### config.mk
export PLATFORM = sky130hd
export DESIGN_NAME = rank_filter_3x3
export DESIGN_NICKNAME = d
export VERILOG_FILES = /design/src/hdl/rf3_pkg.sv /design/src/hdl/rf3_rank.sv /design/src/hdl/rank_filter_3x3.sv
export SDC_FILE = /design/constraint.sdc
export NUM_CORES = 1
export LEC_CHECK = 0
export ABC_AREA = 1
export BUFFER_PORTS_ARGS = -buffer_cell sky130_fd_sc_hd__buf_2
export CAP_MARGIN = 15
export CORE_MARGIN = 3
export CORE_UTILIZATION = 55
export CTS_BUF_LIST = sky130_fd_sc_hd__clkbuf_4 sky130_fd_sc_hd__clkbuf_8
export CTS_CLUSTER_DIAMETER = 200
export DETAILED_ROUTE_END_ITERATION = 8
export PLACE_DENSITY_LB_ADDON = 0.05
export REMOVE_ABC_BUFFERS = 1
export SYNTH_ARGS = -nofsm -noshare
export SYNTH_HDL_FRONTEND = slang
export SYNTH_SLANG_ARGS = --single-unit
### constraint.sdc
create_clock -name clock -period 13.2 [get_ports clock]
set_clock_uncertainty 0.2 [all_clocks]
set_input_delay 0.66 -clock clock [delete_from_list [all_inputs] [get_ports clock]]
set_output_delay 0.66 -clock clock [all_outputs]
set_load 0.01 [all_outputs]
### src/hdl/rf3_pkg.sv
`default_nettype none

package rf3_pkg;

   localparam int WINDOW_SIZE = 3;
   localparam int WIN_N       = WINDOW_SIZE * WINDOW_SIZE;
   localparam int PIX_W       = 8;
   localparam int MODE_W      = 2;

   typedef logic [PIX_W-1:0]  pix_type;
   typedef pix_type [WIN_N-1:0] win_type;
   typedef logic [MODE_W-1:0] mode_type;

   localparam mode_type MODE_MIN   = 2'd0;
   localparam mode_type MODE_MED   = 2'd1;
   localparam mode_type MODE_MAX   = 2'd2;
   localparam mode_type MODE_RESET = MODE_MED;

endpackage

`default_nettype wire

### src/hdl/rf3_rank.sv
`default_nettype none

module rf3_rank (
   input  wire rf3_pkg::win_type  win,
   input  wire                    is_border,
   input  wire rf3_pkg::mode_type rank_mode,
   output rf3_pkg::pix_type       filtered_pixel
);

   typedef struct packed {
      rf3_pkg::pix_type hi;
      rf3_pkg::pix_type mid;
      rf3_pkg::pix_type lo;
   } trio_type;

   function automatic rf3_pkg::pix_type min2(input rf3_pkg::pix_type a,
                                             input rf3_pkg::pix_type b);
      return (a < b) ? a : b;
   endfunction

   function automatic rf3_pkg::pix_type max2(input rf3_pkg::pix_type a,
                                             input rf3_pkg::pix_type b);
      return (a < b) ? b : a;
   endfunction

   // Three-input sorting network: three compare-exchange steps.
   function automatic trio_type sort3(input rf3_pkg::pix_type a,
                                      input rf3_pkg::pix_type b,
                                      input rf3_pkg::pix_type c);
      rf3_pkg::pix_type l1;
      rf3_pkg::pix_type h1;
      rf3_pkg::pix_type h2;
      trio_type         r;
      l1    = min2(a, b);
      h1    = max2(a, b);
      h2    = max2(h1, c);
      r.hi  = h2;
      r.lo  = min2(l1, min2(h1, c));
      r.mid = max2(l1, min2(h1, c));
      return r;
   endfunction

   trio_type row0;
   trio_type row1;
   trio_type row2;
   trio_type col_mid;
   trio_type med_trio;
   rf3_pkg::pix_type lo_max;
   rf3_pkg::pix_type hi_min;
   rf3_pkg::pix_type win_min;
   rf3_pkg::pix_type win_max;
   rf3_pkg::pix_type win_med;

   // Sort each row, then the median is the median of the largest row minimum,
   // the median of the row medians and the smallest row maximum.
   always_comb begin
      row0     = sort3(win[0], win[1], win[2]);
      row1     = sort3(win[3], win[4], win[5]);
      row2     = sort3(win[6], win[7], win[8]);
      lo_max   = max2(row0.lo, max2(row1.lo, row2.lo));
      hi_min   = min2(row0.hi, min2(row1.hi, row2.hi));
      col_mid  = sort3(row0.mid, row1.mid, row2.mid);
      med_trio = sort3(lo_max, col_mid.mid, hi_min);
      win_med  = med_trio.mid;
      win_min  = min2(row0.lo, min2(row1.lo, row2.lo));
      win_max  = max2(row0.hi, max2(row1.hi, row2.hi));
   end

   always_comb begin
      if (is_border) begin
         filtered_pixel = win[rf3_pkg::WIN_N / 2];
      end else begin
         case (rank_mode)
            rf3_pkg::MODE_MIN: filtered_pixel = win_min;
            rf3_pkg::MODE_MAX: filtered_pixel = win_max;
            default:           filtered_pixel = win_med;
         endcase
      end
   end

endmodule

`default_nettype wire

### src/hdl/rank_filter_3x3.sv
// Channel  Direction  Payload
// req_     in         tdata: win_0 .. win_8, 8 bits each; tuser: is_border
// rsp_     out        tdata: filtered_pixel
// csr_     in         data: rank_mode
//
// One window is accepted per clock while rsp_tready does not stall; each window
// goes through two register stages, one for the window and one for the result.
// The rank logic between the two registers is a fixed sorting network.
// Synchronous active-high reset empties both stages and sets the median mode.
// A stall on rsp_tready holds the result register and backs up into the
// window register before req_tready drops.
`default_nettype none

module rank_filter_3x3 (
   input  wire                         clock,
   input  wire                         reset,
   input  wire                         req_tvalid,
   output logic                        req_tready,
   // win_0 [7:0], win_1 [15:8], ... win_8 [71:64]
   input  wire [rf3_pkg::WIN_N*rf3_pkg::PIX_W-1:0] req_tdata,
   // is_border [0]
   input  wire                         req_tuser,
   output logic                        rsp_tvalid,
   input  wire                         rsp_tready,
   // filtered_pixel [7:0]
   output logic [rf3_pkg::PIX_W-1:0]   rsp_tdata,
   input  wire                         csr_valid,
   output logic                        csr_ready,
   input  wire  [rf3_pkg::MODE_W-1:0]  csr_data
);

   rf3_pkg::mode_type mode_ff;
   logic              win_valid_ff;
   rf3_pkg::win_type  win_ff;
   logic              border_ff;
   logic              rsp_valid_ff;
   rf3_pkg::pix_type  rsp_pixel_ff;
   rf3_pkg::pix_type  rsp_pixel_in;
   logic              rsp_load;
   logic              win_load;

   assign csr_ready = 1'b1;

   always_ff @(posedge clock) begin
      if (reset) begin
         mode_ff <= rf3_pkg::MODE_RESET;
      end else if (csr_valid) begin
         mode_ff <= csr_data;
      end
   end

   // The result register takes a new value whenever it is empty or drained.
   assign rsp_load   = !rsp_valid_ff || rsp_tready;
   assign win_load   = !win_valid_ff || rsp_load;
   assign req_tready = win_load;

   always_ff @(posedge clock) begin
      if (reset) begin
         win_valid_ff <= 1'b0;
      end else if (win_load) begin
         win_valid_ff <= req_tvalid;
      end
   end

   always_ff @(posedge clock) begin
      if (win_load && req_tvalid) begin
         win_ff    <= rf3_pkg::win_type'(req_tdata);
         border_ff <= req_tuser;
      end
   end

   rf3_rank u_rank (
      .win            (win_ff),
      .is_border      (border_ff),
      .rank_mode      (mode_ff),
      .filtered_pixel (rsp_pixel_in)
   );

   always_ff @(posedge clock) begin
      if (reset) begin
         rsp_valid_ff <= 1'b0;
      end else if (rsp_load) begin
         rsp_valid_ff <= win_valid_ff;
      end
   end

   always_ff @(posedge clock) begin
      if (rsp_load && win_valid_ff) begin
         rsp_pixel_ff <= rsp_pixel_in;
      end
   end

   assign rsp_tvalid = rsp_valid_ff;
   assign rsp_tdata  = rsp_pixel_ff;

endmodule

`default_nettype wire
==> flow_metrics.py <==
metrics = {
    "outcome": {
        "status": "complete, no violations",
    },
    "clock_tree": {
        "cts_max_level": 3,
        "clock-sinks": 85,
        "cts_root_buf": "clkbuf_8",
        "cts-hold-fix-buffers": 0,
        "cts_tree": "done",
        "cts_buffers": 9,
        "clk_pin_slew_worst_paths_ns": 0.11,
        "clk_latency_ns": 0.40,
        "clk_path_buf_depth": 2,
    },
    "synth": {
        "yosysSeqAreaShare_pct": 27.2,
        "async_flop_share_pct": 0,
        "synthFlopType": "edfxtp_1",
        "syn_inst": 1350,
        "yosysTopAreaCell": "edfxtp_1",
        "synth.area.top_cells": "edfxtp_1 26%, ha_1 19%, nand2_1 17%",
        "syn_area_per_cell_um2": 6.84,
        "yosys.cell_types.count": 33,
        "synth_warnings": 0,
        "synth_edf_count": 81,
        "ys_ff_latch": 85,
        "synth_area_um2": 9230,
        "synth_top_area_share_pct": 26.4,
    },
    "timing": {
        "maxSlewViolCount": 0,
        "maxSlewHeadroom_pct": 35.8,
        "layout_min_cycle_time_ns": 12.15,
        "final_hold_viol_count": 0,
        "setup_violations": 0,
        "max_clock_freq_mhz": 82.3,
        "finalSetupTns_ns": 0,
        "timing.final.crit_share_pct": 92.0,
        "fin_ws_ns": 1.05,
        "tightest_slew_ns": 0.959,
    },
    "detailed_routing": {
        "detail_route.wl_per_cell_um": 14.6,
        "ant_nets": 0,
        "wl_met3_um": 1600,
        "met1_length_um": 11400,
        "route.top_layer_used": "met4",
        "drc": 0,
        "route.vias.total": 8955,
        "finalWirelength_um": 24100,
        "drtPass1Iterations": 5,
        "drt_iter0_drc": 780,
        "vias_per_cell": 5.43,
        "routed-wl-met2_um": 10500,
    },
    "final_layout": {
        "design_area_um2": 10200,
        "num-nets-final": 1648,
        "diodes": 0,
        "n_fill_cell": 1558,
        "drive_gt1_share_pct": 12.8,
        "final_util_pct": 63.0,
        "syn_to_final_growth_pct": 10.4,
    },
    "die": {
        "io_pins": 91,
        "die_w_um": 136,
        "core_region_area_um2": 16200,
        "row_count": 46,
        "die_height_um": 136,
        "initial_core_util_pct": 57.1,
        "design.die.area_um2": 18400,
    },
    "global_routing": {
        "overflow": 0,
        "antenna_found_initial": 0,
        "grt_usage_pct": 26.8,
        "grt_pass1_vias": 8002,
        "grt_max_degree": 55,
        "grt_first_pass_wirelength_um": 38800,
    },
    "setup_path": {
        "cp_slowest_cell": "o21ai_0",
        "cp-start-kind": "flip-flop",
        "cp_slowest_stage_delay_ns": 0.46,
        "cp-end-kind": "flip-flop",
        "crit_arrival_ns": 12.19,
        "path_delay_family": "compound AO/OA/AOI/OAI gates",
        "critPathRequiredTime_ns": 13.24,
        "crit_type": "reg2reg",
        "cp_max_fo": 31,
        "crit_buf_inv": 8,
        "crit_path_frequent_cell": "nand2_1",
    },
    "place": {
        "io_buffers": 89,
        "dp_hpwl_um": 20000,
        "place_area_um2": 9910,
        "gp_congestion": 0.966,
        "dp_slack_ns": 0.242,
    },
    "hold_path": {
        "hold_class": "in2reg",
    },
    "flow_run": {
        "maxCapViolCount": 0,
    },
}
-- state kept, by name, summed over array words and instances, names as in the netlist --
| signal | cells |
|---|---|
| win_ff | 72 |
| rsp_tdata | 8 |
| rsp_tvalid | 1 |
| border_ff | 1 |
| mode_ff | 2 |
| win_valid_ff | 1 |
-- cells in the final DEF (no fill, tap or decap), types with 2 or more instances in the layout --
cell type / instances
nor2_1: 76
clkinv_1: 2
nor3_1: 6
buf_4: 24
nand3b_1: 3
nand3_1: 68
clkbuf_8: 9
inv_2: 8
inv_1: 131
o21ai_2: 9
clkinvlp_4: 3
edfxtp_1: 81
nand2_1: 404
inv_8: 2
o21ai_0: 178
nand2_2: 24
nand2_4: 5
a211oi_2: 4
a311oi_1: 2
o21ai_1: 31
inv_6: 3
ha_1: 139
o21a_1: 2
a21oi_1: 96
nand4_1: 4
a211oi_1: 14
dfxtp_1: 4
o211ai_1: 5
buf_2: 89
-- Yosys cell counts, types with 5 or more instances --
library cell    n
ha_1          139
inv_1         134
o21ai_1         5
edfxtp_1       81
inv_2           7
o21ai_0       213
o211ai_1        5
nand2_2        22
a211oi_1       17
nand3_1        68
nor3_1          6
clkbuf_1       36
a21oi_1        96
nor2_1         76
nand2_1       407
-- stage by stage --
stage | std cells | hold WS, ns
finish | 1650 | 0.224
global route | 1650 | 0.200
CTS | 1648 | 0.213
detailed placement | 1632 | 0.276
global placement | 1632 | 0.259
floorplan | 1304 | 0.245
-- area by class of cell --
| class | instances | area [µm²] | area share [%] |
|---|---|---|---|
| Multi-Input combinational cell | 1076 | 6040 | 59.2 |
| Sequential cell | 85 | 2510 | 24.7 |
| Timing Repair Buffer | 113 | 626 | 6.14 |
| Inverter | 143 | 544 | 5.34 |
| Tap cell | 216 | 270 | 2.65 |
| Clock buffer | 9 | 124 | 1.22 |
| Clock inverter | 7 | 72.6 | 0.712 |
| Timing Repair inverter | 1 | 5.00 | 0.0491 |
-- final timing paths --
kind	slack [ns]	end	start	cells past startpoint
min	0.22	win_ff[24]$_DFFE_PP_	req_tdata[24]	1
max	1.05	rsp_tdata[7]$_DFFE_PP_	win_ff[37]$_DFFE_PP_	67
min reg2reg	0.29	mode_ff[1]$_SDFFE_PP0P_	mode_ff[1]$_SDFFE_PP0P_	2
max reg2reg	1.05	rsp_tdata[7]$_DFFE_PP_	win_ff[37]$_DFFE_PP_	67
-- cell families after synthesis --
logic type | synth area share (%)
AOI/OAI and AO/OA | 19.6
adders and majority gates | 18.8
other | 0.0406
DFF | 27.2
buffers and inverters | 8.03
and+or+nand+nor | 26.2
-- layer usage --
metal	vias to the layer above	global-route usage [%]
met5	-	0
met4	0	8.12
li1	4727	-
met1	3946	37.6
met3	30	4.61
met2	252	42.4
-- timing repair --
item                                    4_1_cts  5_1_grt
endpoints found under the hold margin         0        0
endpoints found under the setup margin        0        8
gates resized for setup                       0       53
setup buffers                                 0        1
Power is left out: the tool's default activity adds up to more than one toggle a clock period on the data nets, which glitch-free logic cannot reach.
